$ cat src/tspat_pkg.sv
package tspat_pkg;

  localparam logic [11:0] POS_MAX     = 12'd4095;
  localparam logic [11:0] HEADER_LAST = 12'd7;
  localparam logic [11:0] LOOP_FIRST  = 12'd8;
  localparam logic [12:0] CRC_BYTES   = 13'd4;

  typedef enum logic [1:0] {
    KIND_PROGRAM = 2'd0,
    KIND_NETWORK = 2'd1,
    KIND_SUMMARY = 2'd2
  } kind_t;

  typedef struct packed {
    logic [7:0]  tbl_id;
    logic        syntax_indicator;
    logic [11:0] sec_len;
    logic [15:0] stream_id;
    logic [4:0]  version;
    logic        current_next;
    logic [7:0]  sec_num;
    logic [7:0]  last_sec_num;
  } hdr_t;

  typedef struct packed {
    kind_t       kind;
    logic [15:0] program_number;
    logic [12:0] pid;
    hdr_t        hdr;
    logic [31:0] crc_value;
  } res_t;

endpackage

$ cat src/tspat_parse.sv
module tspat_parse (
  input  logic               clk,
  input  logic               rst,
  input  logic               take,
  input  logic [7:0]         data_byte,
  input  logic               section_start,
  output logic               res_valid,
  output tspat_pkg::res_t    res
);

  logic               in_section;
  logic               in_section_next;
  logic [11:0]        byte_position;
  logic [11:0]        byte_position_next;
  tspat_pkg::hdr_t    hdr;
  tspat_pkg::hdr_t    hdr_next;
  tspat_pkg::hdr_t    hdr_base;
  logic [23:0]        entry_shift;
  logic [23:0]        entry_shift_next;
  logic [23:0]        entry_base;
  logic [31:0]        crc_shift;
  logic [31:0]        crc_shift_next;
  logic [31:0]        crc_base;
  logic [12:0]        end_sum;
  logic [11:0]        end_pos;
  logic               active;

  assign active = take && (section_start || in_section);

  always_comb begin
    in_section_next    = in_section;
    byte_position_next = byte_position;
    hdr_next           = hdr;
    entry_shift_next   = entry_shift;
    crc_shift_next     = crc_shift;
    hdr_base           = hdr;
    entry_base         = entry_shift;
    crc_base           = crc_shift;
    end_sum            = '0;
    end_pos            = '0;
    res_valid          = 1'b0;
    res                = '0;
    if (active) begin
      if (section_start) begin
        // a start always reopens, abandoning any open section
        hdr_base           = '0;
        entry_base         = '0;
        crc_base           = '0;
        byte_position_next = '0;
        in_section_next    = 1'b1;
      end else if (byte_position != tspat_pkg::POS_MAX) begin
        byte_position_next = byte_position + 12'd1;
      end
      crc_shift_next   = {crc_base[23:0], data_byte};
      hdr_next         = hdr_base;
      entry_shift_next = entry_base;
      unique case (byte_position_next)
        12'd0: hdr_next.tbl_id = data_byte;
        12'd1: begin
          hdr_next.syntax_indicator = data_byte[7];
          hdr_next.sec_len[11:8]    = data_byte[3:0];
        end
        12'd2: hdr_next.sec_len[7:0] = data_byte;
        12'd3: hdr_next.stream_id[15:8] = data_byte;
        12'd4: hdr_next.stream_id[7:0] = data_byte;
        12'd5: begin
          hdr_next.version      = data_byte[5:1];
          hdr_next.current_next = data_byte[0];
        end
        12'd6: hdr_next.sec_num = data_byte;
        12'd7: hdr_next.last_sec_num = data_byte;
        default: ;
      endcase

      // last byte index, clamped to the header and to the counter range
      end_sum = {1'b0, hdr_next.sec_len} + 13'd2;
      if (end_sum < {1'b0, tspat_pkg::HEADER_LAST}) begin
        end_pos = tspat_pkg::HEADER_LAST;
      end else if (end_sum > {1'b0, tspat_pkg::POS_MAX}) begin
        end_pos = tspat_pkg::POS_MAX;
      end else begin
        end_pos = end_sum[11:0];
      end

      res.hdr = hdr_next;
      if (byte_position_next >= tspat_pkg::LOOP_FIRST &&
          ({1'b0, byte_position_next} + tspat_pkg::CRC_BYTES) <= {1'b0, end_pos}) begin
        if (byte_position_next[1:0] == 2'd3) begin
          res_valid          = 1'b1;
          res.pid            = {entry_base[4:0], data_byte};
          if (entry_base[23:8] == 16'd0) begin
            res.kind = tspat_pkg::KIND_NETWORK;
          end else begin
            res.kind           = tspat_pkg::KIND_PROGRAM;
            res.program_number = entry_base[23:8];
          end
          entry_shift_next = '0;
        end else begin
          entry_shift_next = {entry_base[15:0], data_byte};
        end
      end

      if (byte_position_next >= end_pos) begin
        res_valid          = 1'b1;
        res.kind           = tspat_pkg::KIND_SUMMARY;
        res.program_number = '0;
        res.pid            = '0;
        res.crc_value      = crc_shift_next;
        in_section_next    = 1'b0;
      end
    end
  end

  always_ff @(posedge clk) begin
    if (rst) begin
      in_section    <= 1'b0;
      byte_position <= '0;
      hdr           <= '0;
      entry_shift   <= '0;
      crc_shift     <= '0;
    end else begin
      in_section    <= in_section_next;
      byte_position <= byte_position_next;
      hdr           <= hdr_next;
      entry_shift   <= entry_shift_next;
      crc_shift     <= crc_shift_next;
    end
  end

  a_summary_closes: assert property (@(posedge clk) disable iff (rst)
    (res_valid && res.kind == tspat_pkg::KIND_SUMMARY) |=> !in_section)
    else $error("section still open after summary");

  a_idle_bytes_ignored: assert property (@(posedge clk) disable iff (rst)
    (take && !section_start && !in_section) |=> ($stable(byte_position) && $stable(crc_shift)))
    else $error("byte outside a section changed state");

  a_result_needs_section: assert property (@(posedge clk) disable iff (rst)
    res_valid |-> (take && (section_start || in_section)))
    else $error("result without an active byte");

endmodule

$ cat src/tspat_outbuf.sv
module tspat_outbuf (
  input  logic               clk,
  input  logic               rst,
  input  logic               push,
  input  tspat_pkg::res_t    push_res,
  output logic               ready,
  output logic               out_valid,
  input  logic               out_ready,
  output tspat_pkg::res_t    out_res
);

  logic              skid_valid;
  tspat_pkg::res_t   skid_res;
  logic              pop;

  assign ready = !skid_valid;
  assign pop   = out_valid && out_ready;

  always_ff @(posedge clk) begin
    if (rst) begin
      out_valid  <= 1'b0;
      skid_valid <= 1'b0;
    end else if (pop) begin
      if (skid_valid) begin
        out_res    <= skid_res;
        skid_valid <= 1'b0;
      end else if (push) begin
        out_res <= push_res;
      end else begin
        out_valid <= 1'b0;
      end
    end else if (push) begin
      if (!out_valid) begin
        out_res   <= push_res;
        out_valid <= 1'b1;
      end else begin
        skid_res   <= push_res;
        skid_valid <= 1'b1;
      end
    end
  end

  a_skid_behind_main: assert property (@(posedge clk) disable iff (rst)
    skid_valid |-> out_valid)
    else $error("skid entry without main entry");

  a_stall_fills_skid: assert property (@(posedge clk) disable iff (rst)
    (push && out_valid && !out_ready) |=> skid_valid)
    else $error("request lost while output stalled");

  a_skid_drains: assert property (@(posedge clk) disable iff (rst)
    (skid_valid && out_ready) |=> (!skid_valid && out_valid))
    else $error("skid entry not moved forward");

endmodule

$ cat src/ts_pat_section_parser.sv
// Throughput: one byte per cycle while in_ready is high; each byte is parsed in a single pass
// from the state registers; results are registered in the output buffer that drives the outputs.
// A two-entry output buffer lets the input keep taking bytes while a result waits;
// in_ready drops only when both entries are full.
// Reset (synchronous, active high) closes any open section and clears header, entry and CRC state.
module ts_pat_section_parser (
  input  logic        clk,
  input  logic        rst,
  input  logic        in_valid,
  output logic        in_ready,
  input  logic [7:0]  data_byte,
  input  logic        section_start,
  output logic        out_valid,
  input  logic        out_ready,
  output logic [1:0]  kind,
  output logic [15:0] program_number,
  output logic [12:0] pid,
  output logic [7:0]  tbl_id,
  output logic        syntax_indicator,
  output logic [11:0] sec_len,
  output logic [15:0] stream_id,
  output logic [4:0]  version,
  output logic        current_next,
  output logic [7:0]  sec_num,
  output logic [7:0]  last_sec_num,
  output logic [31:0] crc_value
);

  logic              take;
  logic              res_valid;
  tspat_pkg::res_t   res;
  tspat_pkg::res_t   out_res;

  assign take = in_valid && in_ready;

  tspat_parse u_parse (
    .clk           (clk),
    .rst           (rst),
    .take          (take),
    .data_byte     (data_byte),
    .section_start (section_start),
    .res_valid     (res_valid),
    .res           (res)
  );

  tspat_outbuf u_outbuf (
    .clk       (clk),
    .rst       (rst),
    .push      (res_valid),
    .push_res  (res),
    .ready     (in_ready),
    .out_valid (out_valid),
    .out_ready (out_ready),
    .out_res   (out_res)
  );

  assign kind             = out_res.kind;
  assign program_number   = out_res.program_number;
  assign pid              = out_res.pid;
  assign tbl_id           = out_res.hdr.tbl_id;
  assign syntax_indicator = out_res.hdr.syntax_indicator;
  assign sec_len          = out_res.hdr.sec_len;
  assign stream_id        = out_res.hdr.stream_id;
  assign version          = out_res.hdr.version;
  assign current_next     = out_res.hdr.current_next;
  assign sec_num          = out_res.hdr.sec_num;
  assign last_sec_num     = out_res.hdr.last_sec_num;
  assign crc_value        = out_res.crc_value;

endmodule

$ cat config.mk
export PLATFORM = sky130hd
export DESIGN_NAME = ts_pat_section_parser
export DESIGN_NICKNAME = d
export VERILOG_FILES = /design/src/tspat_pkg.sv /design/src/tspat_parse.sv /design/src/tspat_outbuf.sv /design/src/ts_pat_section_parser.sv
export SDC_FILE = /design/constraint.sdc
export NUM_CORES = 1
export LEC_CHECK = 0
export ABC_CLOCK_PERIOD_IN_PS = 29400
export BUFFER_PORTS_ARGS = -buffer_cell sky130_fd_sc_hd__buf_2
export CORE_MARGIN = 1.5
export CORE_UTILIZATION = 35
export CTS_CLUSTER_DIAMETER = 120
export DETAILED_ROUTE_END_ITERATION = 7
export PLACE_DENSITY = 0.6
export SLEW_MARGIN = 10
export SYNTH_ARGS = -nofsm -noshare
export SYNTH_HDL_FRONTEND = slang
export SYNTH_SLANG_ARGS = --single-unit
$ cat constraint.sdc
create_clock -name clk -period 29.4 [get_ports clk]
set_input_delay 2.94 -clock clk [delete_from_list [all_inputs] [get_ports clk]]
set_output_delay 2.94 -clock clk [all_outputs]
set_load 0.03 [all_outputs]
* After elaboration in Yosys (flattened, before gate mapping) *
Index checks and enable logic that the tools add are counted.

word-level totals
  bits in registers = 366
  output and inout port bits = 124
  word-level logic and storage cells = 121
  input bits = 13

operators by class
  multiplexer cells = 44
  bitwise operators = 2
  magnitude comparators = 5
  equal/unequal tests = 12
  reduce and logical (&&, ||, !) cells = 17
  $add $sub $neg = 3

operators with widths
  cell                                                                                   number
  122-bit 2-to-1 mux                                                                     6
  24-bit 2-to-1 mux                                                                      5
  12-bit 2-to-1 mux                                                                      6
  31-bit 2-to-1 mux                                                                      2
  59-bit 2-to-1 mux                                                                      1
  8-bit 2-to-1 mux                                                                       7
  12-bit by 3-bit == test with 1-bit output (second input constant)                      4
  32-bit 2-to-1 mux                                                                      1
  30-bit 2-to-1 mux                                                                      1
  12-bit by 2-bit == test with 1-bit output (second input constant)                      2
  16-bit zero test                                                                       1
  16-bit 2-to-1 mux                                                                      1
  12-bit by 2-bit adder with 13-bit output (second input constant)                       1
  12-bit by 3-bit adder with 13-bit output (second input constant)                       1
  13-bit by 12-bit > comparator with 1-bit output (second input constant)                1
  13-bit by 12-bit <= comparator with 1-bit output                                       1
  13-bit by 3-bit < comparator with 1-bit output (second input constant)                 1
  12-bit by 1-bit adder with 12-bit output (second input constant)                       1
  12-bit by 1-bit == test with 1-bit output (second input constant)                      1
  12-bit greater-or-equal comparator                                                     1
  12-bit by 4-bit greater-or-equal comparator with 1-bit output (second input constant)  1
  12-bit zero test                                                                       1
  12-bit inequality test (second input constant)                                         1
  1-bit 2-to-1 mux                                                                       11
  13 further kinds                                                                       24

* Depth between registers and ports, before layout *
Gate-level depths: netlist (run 1).

  word-level depth = 20
  depth in mapped cells = 39
  gate-level depth less buffers = 34

* By module *
From an unflattened synthesis (run 1), not the netlist that was laid out.

unflattened totals
  cell total of the unflattened synthesis = 1597
  area total of the unflattened synthesis = 17942.2 µm²

by module, submodules not included
  module                 area an instance (µm²)  cells each  times used  sequential area each (µm²)
  tspat_outbuf           9225.1                  392         1           7367.1
  tspat_parse            8710.9                  1204        1           2402.3
  ts_pat_section_parser  6.3                     1           1           0.0

* Least setup slack after synthesis (run 1) *
Ideal clock, no wire load.

  path type = input to register
  start point = input section_start
  end point = register u_outbuf.out_res[0] (netlist name)
  path buffers = 6
  data required time = 28.603 ns
  data arrival time = 17.439 ns
  stages = 33
  library setup time = 0.797 ns
  slack = 11.165 ns
  cells stage by stage = clkbuf_1 buf_1 clkbuf_1 nor2_1 inv_1 ha_1 o211ai_1 nor4_4 nand3_2 buf_4 buf_4 nor2_1 a21oi_1 inv_1 ha_1 clkbuf_1 nand4_1 xor2_1 nor2_1 mux2_2 or3_1 a2111oi_2 nor4_1 ha_1 nor2b_1 o21a_1 o21a_1 o21ai_0 a21oi_1 o21ai_0 and3_1 o21ai_0 a221oi_1

between the ends
  cells in the longest elaborated chain, start to end = 17
  elaborated cells on any way between the ends = 30
  those cells by class = add/sub: 2; order compare: 5; eq/ne: 3; mux: 14; reduce/logical: 6

ends and longest elaborated chain
  element                                                                                                 RTL line                     RTL
  start: declaration                                                                                      ts_pat_section_parser.sv:12  input logic section_start,
  12-bit 2-to-1 mux                                                                                       tspat_parse.sv:44            if (section_start) begin
  12-bit 2-to-1 mux                                                                                       tspat_parse.sv:43            if (active) begin
  12-bit by 2-bit == test with 1-bit output or 12-bit by 1-bit == test with 1-bit output (tied branches)  tspat_parse.sv:57            unique case (byte_position_next)
  8-bit 2-to-1 mux or 5-bit 2-to-1 mux (tied branches)                                                    tspat_parse.sv:57
  8-bit 2-to-1 mux or 5-bit 2-to-1 mux (tied branches)                                                    tspat_parse.sv:43
  12-bit by 2-bit adder with 13-bit output                                                                tspat_parse.sv:76            end_sum = {1'b0, hdr_next.sec_len} + 13'd2;
  13-bit by 12-bit > comparator with 1-bit output                                                         tspat_parse.sv:79            end else if (end_sum > {1'b0, tspat_pkg::POS_MAX}) begin
  12-bit 2-to-1 mux                                                                                       tspat_parse.sv:79
  12-bit 2-to-1 mux                                                                                       tspat_parse.sv:77            if (end_sum < {1'b0, tspat_pkg::HEADER_LAST}) begin
  12-bit 2-to-1 mux                                                                                       tspat_parse.sv:43
  13-bit by 12-bit <= comparator with 1-bit output                                                        tspat_parse.sv:87            ({1'b0, byte_position_next} + tspat_pkg::CRC_BYTES) <= {1'b0, end_pos}) begin
  1-bit logical AND                                                                                       tspat_parse.sv:86            if (byte_position_next >= tspat_pkg::LOOP_FIRST &&
  1-bit 2-to-1 mux                                                                                        tspat_parse.sv:86
  1-bit 2-to-1 mux                                                                                        tspat_parse.sv:103           if (byte_position_next >= end_pos) begin
  1-bit 2-to-1 mux (*)                                                                                    tspat_parse.sv:43
  2-bit nonzero test (no line)                                                                            --
  4-bit AND reduction (no line) (*)                                                                       --

Mark *: on every way between the ends. The rest lies on a longest branch, timed or not. The select of a mux whose other input is x is not followed.
A chain may end at the register's enable or synchronous reset.

* Worst setup path in the final report (run 1) *
  start point = input section_start
  end point = register u_outbuf.out_res[38] (netlist name)

between the ends
  cells in the longest elaborated chain, start to end = 17
  elaborated cells on any way between the ends = 30
  those cells by class = add/sub: 2; order compare: 5; eq/ne: 3; mux: 14; reduce/logical: 6

ends and longest elaborated chain
  element                                                                                                 RTL line
  12-bit 2-to-1 mux                                                                                       tspat_parse.sv:44
  12-bit 2-to-1 mux                                                                                       tspat_parse.sv:43
  12-bit by 2-bit == test with 1-bit output or 12-bit by 1-bit == test with 1-bit output (tied branches)  tspat_parse.sv:57
  8-bit 2-to-1 mux or 5-bit 2-to-1 mux (tied branches)                                                    tspat_parse.sv:57
  8-bit 2-to-1 mux or 5-bit 2-to-1 mux (tied branches)                                                    tspat_parse.sv:43
  12-bit by 2-bit adder with 13-bit output                                                                tspat_parse.sv:76
  13-bit by 12-bit > comparator with 1-bit output                                                         tspat_parse.sv:79
  12-bit 2-to-1 mux                                                                                       tspat_parse.sv:79
  12-bit 2-to-1 mux                                                                                       tspat_parse.sv:77
  12-bit 2-to-1 mux                                                                                       tspat_parse.sv:43
  13-bit by 12-bit <= comparator with 1-bit output                                                        tspat_parse.sv:87
  1-bit logical AND                                                                                       tspat_parse.sv:86
  1-bit 2-to-1 mux                                                                                        tspat_parse.sv:86
  1-bit 2-to-1 mux                                                                                        tspat_parse.sv:103
  1-bit 2-to-1 mux (*)                                                                                    tspat_parse.sv:43
  2-bit nonzero test (no line)                                                                            --
  4-bit AND reduction (no line) (*)                                                                       --

Marks and branches as above.

==> summary.md, run 1 <==
| Metric | Value |
|---|---|
| Slew Limit Headroom | 29.0% |
| Pin count of the biggest net entering global routing | 99 |
| Period utilization | between 30% and 40% |
| Worst-case clock buffer depth | 3 |
| Async S/R FF share, synth | 0% |
| Clock Latency Late Sink | 0.53 ns |
| Area growth from synthesis to layout | 14.5% |
| Layout Nets | 1,549 |
| Slew at the pin with the worst max-slew slack | 1.05 ns |
| Core footprint | 0.0454 sq mm |
| Final min period | about 12 ns |
| Final Non-Filler Cells | 2,136 |
| F_max | between 0.08 and 0.09 GHz |
| Clock root buffer | clkbuf_16 |
| Synth warn | 0 |
| Sequential cell area | 0.00977 sq mm |
| Mapped Cells | 1,424 |
| Synth top area cells | edfxtp_1 45%, dfxtp_1 15%, a21o_1 5.8% |
| Area share of the largest cell type after synthesis | 45.5% |
| Worst-path clk slew | 0.06 ns |
| PwrDens | 57.1 mW/mm^2 |
| Synth Net Count | 1,466 |
| Hold-fix buffers, CTS | 0 |
| Die H | between 200 and 250 um |
| Die width | 218 um |
| Leak Pwr | about 7.6 nW |
| Synth area leader | edfxtp_1 |
| RR Startpoint | u_parse.byte_position[0]$_SDFFE_PP0P_ |
| Most common cell in the netlist | edfxtp_1 |
| Setup TNS | 0 ns |
| Slowest cell on crit path | o21ai_0 |
| Detail Route Antenna Nets | 0 |
| Hold wc startpoint | u_parse.crc_shift[2]$_SDFFE_PP0P_ |
| Inserted Clock Buffers | 38 |
| Setup Viol. Count Final | 0 |
| GPL Wtd Cong | approximately 0.84 |
| Drt wl/cell | 17.9 um |
| Post-synth cell types | 70 |
| Clock skew | 0.0156 ns |
| CTS resizes | 0 |
| Hold crit path type | reg -> reg |
| Post-synth EDFFs | 244 |
| Post-detail-place hpwl | 24,000 um |
| Largest fanout on the critical path | 71 |
| CTS tree | done |
| Place WS | 17.18 ns |
| Final count of hold timing violations | 0 |
| Gr usage total | about 16% |
| Max VDD drop | 0.0000333 V |
| Initial core utilization | between 30% and 40% |
| Critical path arrival | between 10 and 15 ns |
| Vias in the first global route | 10,500 |
| Fin worst setup slack | 17.69 ns |
| Critical Path Start Type | input port |
| First-pass GRT wire length | 59,200 um |
| Row count | 78 |
| CP endpoint kind | flip-flop |
| IO Port Bufs | approximately 140 |
| Mean Syn Cell Area | 11.3 sq um |
| CTS H-tree lvls | 2 |
| Area of the multi-input gates | 0.00585 sq mm |
| Vias | 11,100 |
| DP Cell Count | around 2,100 |
| CP Launch Point | section_start |
| Sequential area share after synthesis | 60.6% |
| Max-cap viol count | 0 |
| N_diodes | 0 |
| Fill count | 4,384 |
| Die Footprint | 0.0473 sq mm |
| Worst path bufs/invs | 6 |
| Detailed-route DRC error count | 0 |
| Drt via density | 5.20 |
| Top cells by count, synth | 244 x edfxtp_1, 130 x a21oi_1, 124 x a21o_1 |
| Setup Buffers After CTS | 0 |
| Initial antenna violation count | 0 |
| IO Pins | 137 |
| Synth Flop Type | edfxtp_1 |
| Final wirelength | between 30,000 and 40,000 um |
| Detailed Route Iter0 Violations | 824 |
| Clock Sinks | roughly 370 |
| Worst EP required | 29.57 ns |
| Share of layout cells above drive strength 1 | approximately 15% |
| Yosys reg bits | 366 |
| Delay-heaviest family, CP | compound AO/OA/AOI/OAI gates |
| Pins Over Slew Limit | 0 |
| Design area | 0.0184 sq mm |
| Status | completed |
| Cell area after synthesis | 0.0161 sq mm |
| Drt pass-1 iters | 5 |
| Critical path type | in -> reg |
| Cell Area, Placed | 0.0172 sq mm |
| Remaining Overflow, GRT | 0 |
| Unrepaired setup endpoints after global routing | false |
| Tot Pwr | approximately 1.1 mW |
| Slowest stage delay, CP | roughly 0.83 ns |
-- registers in the layout (all words and copies together) (netlist names) --
name	count
u_parse.crc_shift	24
u_parse.hdr	59
u_outbuf.out_res	122
u_outbuf.out_valid	1
u_parse.in_section	1
u_outbuf.skid_res	122
u_parse.entry_shift	24
u_parse.byte_position	12
u_outbuf.skid_valid	1
-- worst reg2reg max path: cells and delay by family (launching register included) --
kind	cells	cell delay, ns
fa+ha+maj	4	1.17
buf+inv	4	1.81
simple gates	10	2.41
flops	1	0.55
mux	2	0.87
compound gates	9	2.74
xor+xnor	2	0.31
-- kinds of logic after synthesis --
family | share of synthesized area [%]
adders and majority gates | 2.25
muxes | 2.45
DFF | 60.6
buffers and inverters | 3.37
xor gates and xnor gates | 1.20
AOI/OAI and AO/OA | 14.0
and+or+nand+nor | 16.2
-- stage by stage --
stage	hold slack, ns	util, %
6_report	0.463	40.6
5_1_grt	0.485	40.6
4_1_cts	0.468	40.6
3_5_place_dp	0.455	38.0
3_3_place_gp	0.450	38.0
2_1_floorplan	0.440	-
-- cell type report --
cell class                 instances  share of cell area, %
sequential                       366                   53.0
multi-input combinational        928                   31.7
clock buffer                      43                   5.43
timing repair buffer             149                   4.23
tap                              600                   4.07
clock inverter                    26                   1.13
inverter                          24                  0.488
-- per-layer routing --
| layer | part of all wire [%] | global-route usage, % | routed length [um] | up-vias |
|---|---|---|---|---|
| li1 | - | - | - | 5331 |
| met1 | 46 | 21.5 | 17600 | 5468 |
| met2 | 47 | 25.8 | 18000 | 247 |
| met3 | 4.4 | 2.69 | 1680 | 51 |
| met4 | 2.3 | 4.98 | 896 | 0 |
| met5 | 0 | 0 | 0 | - |
-- cell usage in the layout (no fill, tap or decap), types with 5 or more instances in the layout --
cell and instances:
mux2i_1 31, buf_2 135, nor4_1 9, buf_4 14
xnor2_1 13, clkinvlp_4 8, dfxtp_1 122, nor3_1 9
ha_1 29, o21a_1 5, a31oi_1 5, clkinv_2 5
nand3_1 39, nand2_1 107, o21ai_0 30, edfxtp_1 244
clkinv_1 5, a22o_1 21, and3_1 31, a21oi_1 130
inv_1 23, and2_1 33, nor3b_1 22, or3_1 5
xor2_1 9, clkbuf_16 39, and4_1 5, nand4_1 30
nor2_1 120, nand3b_1 14, nor2b_1 47, a21o_1 124
-- power by group --
group	switching, mW	total, mW	internal, mW
clock	0.202	0.467	0.265
sequential	0.00143	0.546	0.545
combinational	0.0296	0.0399	0.0103
-- path summary, 6_finish.rpt --
check,to,slack (ns),cells past startpoint
worst max-delay path,u_outbuf.out_res[38]$_DFFE_PP_,17.69,28
worst min-delay path,u_parse.crc_shift[2]$_SDFFE_PP0P_,0.46,2
worst max register to register,u_outbuf.out_res[38]$_DFFE_PP_,19.15,31
worst min register to register,u_parse.crc_shift[2]$_SDFFE_PP0P_,0.46,2
Note: power is estimated with default switching activity, not from simulation.
==> run 2, diff against run 1 <==
Settings changed: ABC_AREA from default to 1, ABC_CLOCK_PERIOD_IN_PS 29400 to 10700, PLACE_DENSITY 0.6 to 0.62.
Clock period 29.4 ns to 10.7 ns, I/O delays scaled along.
==> summary.md, run 2 <==
| Metric | Value |
|---|---|
| CP most frequent cell | nand2_1 |
| Share of layout cells above drive strength 1 | approximately 15% |
| Mapped Cells | 1,811 |
| Largest regs | u_outbuf.out_res x122, u_outbuf.skid_res x122, u_parse.hdr x59 |
| Setup TNS | 0 ns |
| Post-synth EDFFs | about 240 |
| GPL Wtd Cong | ~0.9 |
| Final wirelength | 41,700 um |
| Slowest cell on crit path | nor2_4 |
| Sequential area share after synthesis | 58.9% |
| Period utilization | 76.4% |
| Failing checks | design-rule violations |
| Synth area leader | edfxtp_1 |
| Yosys reg bits | 366 |
| Max-cap viol count | 0 |
| Leak Pwr | a little under 8 nW |
| CTS resizes | 0 |
| CTS tree | done |
| Synth Net Count | 1,853 |
| Remaining Overflow, GRT | 0 |
| Top cells by count, synth | 483 x nand2_1, 244 x edfxtp_1, 223 x inv_1 |
| Clock skew | 0.0212 ns |
| DP Cell Count | 2,483 |
| Clock Sinks | 366 |
| R2r setup slk | 2.52 ns |
| Row count | 79 |
| Core footprint | 0.0467 sq mm |
| Hold_ws | 0.465 ns |
| Place WS | 2.03 ns |
| Hold wc startpoint | u_parse.hdr[39]$_SDFFE_PP0P_ |
| Worst hold path depth | 2 |
| Pin count of the biggest net entering global routing | 110 |
| Slew at the pin with the worst max-slew slack | 1.15 ns |
| Mean Syn Cell Area | 9.17 sq um |
| Critical path arrival | about 8.4 ns |
| Initial core utilization | 35.6% |
| Gr usage total | 16.9% |
| Critical Path Start Type | flip-flop |
| Unrepaired setup endpoints after global routing | false |
| Area share of the largest cell type after synthesis | 44.1% |
| Die width | 221 um |
| Worst r2r dst | u_outbuf.skid_res[67]$_DFFE_PP_ |
| Critical path type | reg -> reg |
| Worst Hold Endpoint | u_parse.hdr[39]$_SDFFE_PP0P_ |
| Fin worst setup slack | 2.52 ns |
| Layout Nets | 1,958 |
| Initial antenna violation count | 3 |
| IO Pins | ~140 |
| Clock Latency Late Sink | 0.54 ns |
| Worst-case clock buffer depth | 3 |
| Drt via density | 4.92 |
| Drt wl/cell | 16.3 um |
| Synth warn | 0 |
| Synth top area cells | edfxtp_1 44%, dfxtp_1 15%, nand2_1 11% |
| Hold crit path type | reg -> reg |
| Vias | 12,600 |
| Most common cell in the netlist | nand2_1 |
| Die Footprint | 0.0487 sq mm |
| Post-detail-place hpwl | 28,000 um |
| Hold-fix buffers, CTS | 0 |
| Post-synth cell types | 43 |
| CP endpoint kind | flip-flop |
| Worst EP required | 10.90 ns |
| Die H | 221 um |
| Final core utilization | 40.7% |
| Async S/R FF share, synth | 0% |
| Final min period | 8.18 ns |
| Fill count | 4,652 |
| PwrDens | between 150 and 200 mW/mm^2 |
| Slowest stage delay, CP | about 0.73 ns |
| First-pass GRT wire length | between 60,000 and 70,000 um |
| Detailed-route DRC error count | 2 |
| Final Non-Filler Cells | 2,554 |
| Worst-path clk slew | ~0.060 ns |
| Largest fanout on the critical path | 42 |
| Cell area after synthesis | 0.0166 sq mm |
| IO Port Bufs | 136 |
| Clock root buffer | clkbuf_16 |
| RR Startpoint | u_parse.byte_position[0]$_SDFFE_PP0P_ |
| Vias in the first global route | between 10,000 and 15,000 |
| CTS H-tree lvls | 2 |
| F_max | 0.122 GHz |
| R2r worst-path depth | 40 |
| Pins Over Slew Limit | 0 |
| Area growth from synthesis to layout | 14.3% |
| Max VDD drop | 0.0000937 V |
| Slew Limit Headroom | between 20% and 30% |
| Detailed Route Iter0 Violations | roughly 1,000 |
| Detail Route Antenna Nets | 0 |
| Commonest non-fill, non-tap cell in the layout | nand2_1 |
| Setup Viol. Count Final | 0 |
| Status | finished, violations left |
| Setup Buffers After CTS | 0 |
| Synth Flop Type | edfxtp_1 |
| Final count of hold timing violations | 0 |
| Inserted Clock Buffers | 38 |
| Drt pass-1 iters | 8 |
| Most frequent cells in the layout | 483 x nand2_1, 244 x edfxtp_1, 222 x inv_1, 136 x buf_2, 130 x a21oi_1 |
==> run 2: cell count changes after synthesis, moves of 32 or more <==
cell,change
nand2_1,+376
inv_1,+200
a21o_1,-124
nand3_1,+71
o21ai_0,+54
nor2b_1,-47
and2_1,-33
and3_1,-32
==> run 2: power by group <==
part           total [mW]  switching [mW]  internal, mW
Clock                1.22           0.541         0.679
Combinational       0.327           0.251        0.0759
Sequential           1.56          0.0176          1.54
==> run 2: worst max-delay path: cells and delay by family, from the launching register on <==
family	cells	cell delay [ns]
and+or+nand+nor	27	5.10
DFF	1	0.44
buffers and inverters	5	0.73
adders and majority gates	4	1.06
AOI/OAI and AO/OA	4	0.44
==> run 2: how the worst max path moves through the flow <==
stage          slack, ns  cells after the start                                   from                          endpoint
2_1_floorplan       1.75                     37                          section_start    u_outbuf.skid_res[0]$_DFFE_PP_
3_3_place_gp        2.21                     37                          section_start  u_outbuf.skid_res[102]$_DFFE_PP_
3_5_place_dp        2.03                     37                          section_start  u_outbuf.skid_res[102]$_DFFE_PP_
4_1_cts             2.54                     40  u_parse.byte_position[0]$_SDFFE_PP0P_  u_outbuf.skid_res[102]$_DFFE_PP_
5_1_grt             1.52                     40  u_parse.byte_position[0]$_SDFFE_PP0P_   u_outbuf.skid_res[74]$_DFFE_PP_
6_report            2.52                     40  u_parse.byte_position[0]$_SDFFE_PP0P_   u_outbuf.skid_res[67]$_DFFE_PP_
==> run 2: layout make-up <==
type / count / area [sq um] / area share [%]
well taps: 607 / 759 / 4.00
inverters: 241 / 913 / 4.81
clock buffers: 50 / 1030 / 5.41
repair buffers: 147 / 801 / 4.22
clock inverters: 19 / 101 / 0.534
diodes: 2 / 5.00 / 0.0264
flip-flops and latches: 366 / 9770 / 51.5
multi-input cells: 1122 / 5600 / 29.5
==> run 2: metrics by stage <==
step / cell area (sq um) / power, mW
2_1_floorplan: 16600 / 1.82
3_3_place_gp: 17800 / 1.91
3_5_place_dp: 17800 / 1.91
4_1_cts: 19000 / 3.13
5_1_grt: 19000 / 3.22
6_report: 19000 / 3.10
==> run 2: metal layers <==
metal / up-vias / GRT usage (%) / part of all wire [%]
met1: 5970 / 23.4 / 46
li1: 6197 / - / -
met2: 329 / 27.1 / 46
met3: 66 / 2.57 / 5.2
met4: 2 / 5.61 / 2.4
met5: - / 0 / 0.031
==> run 2: cells by family (layout without fill, tap and decap cells) <==
| kind of cell | after synthesis | in the layout | share of synthesized area, % |
|---|---|---|---|
| flops | 366 | 366 | 58.9 |
| other cells | 0 | 2 | 0 |
| fa+ha+maj | 29 | 29 | 2.19 |
| xor+xnor | 10 | 10 | 0.528 |
| mux | 8 | 8 | 0.543 |
| simple gates | 787 | 787 | 21.0 |
| buf+inv | 323 | 457 | 7.55 |
| compound gates | 288 | 288 | 9.30 |
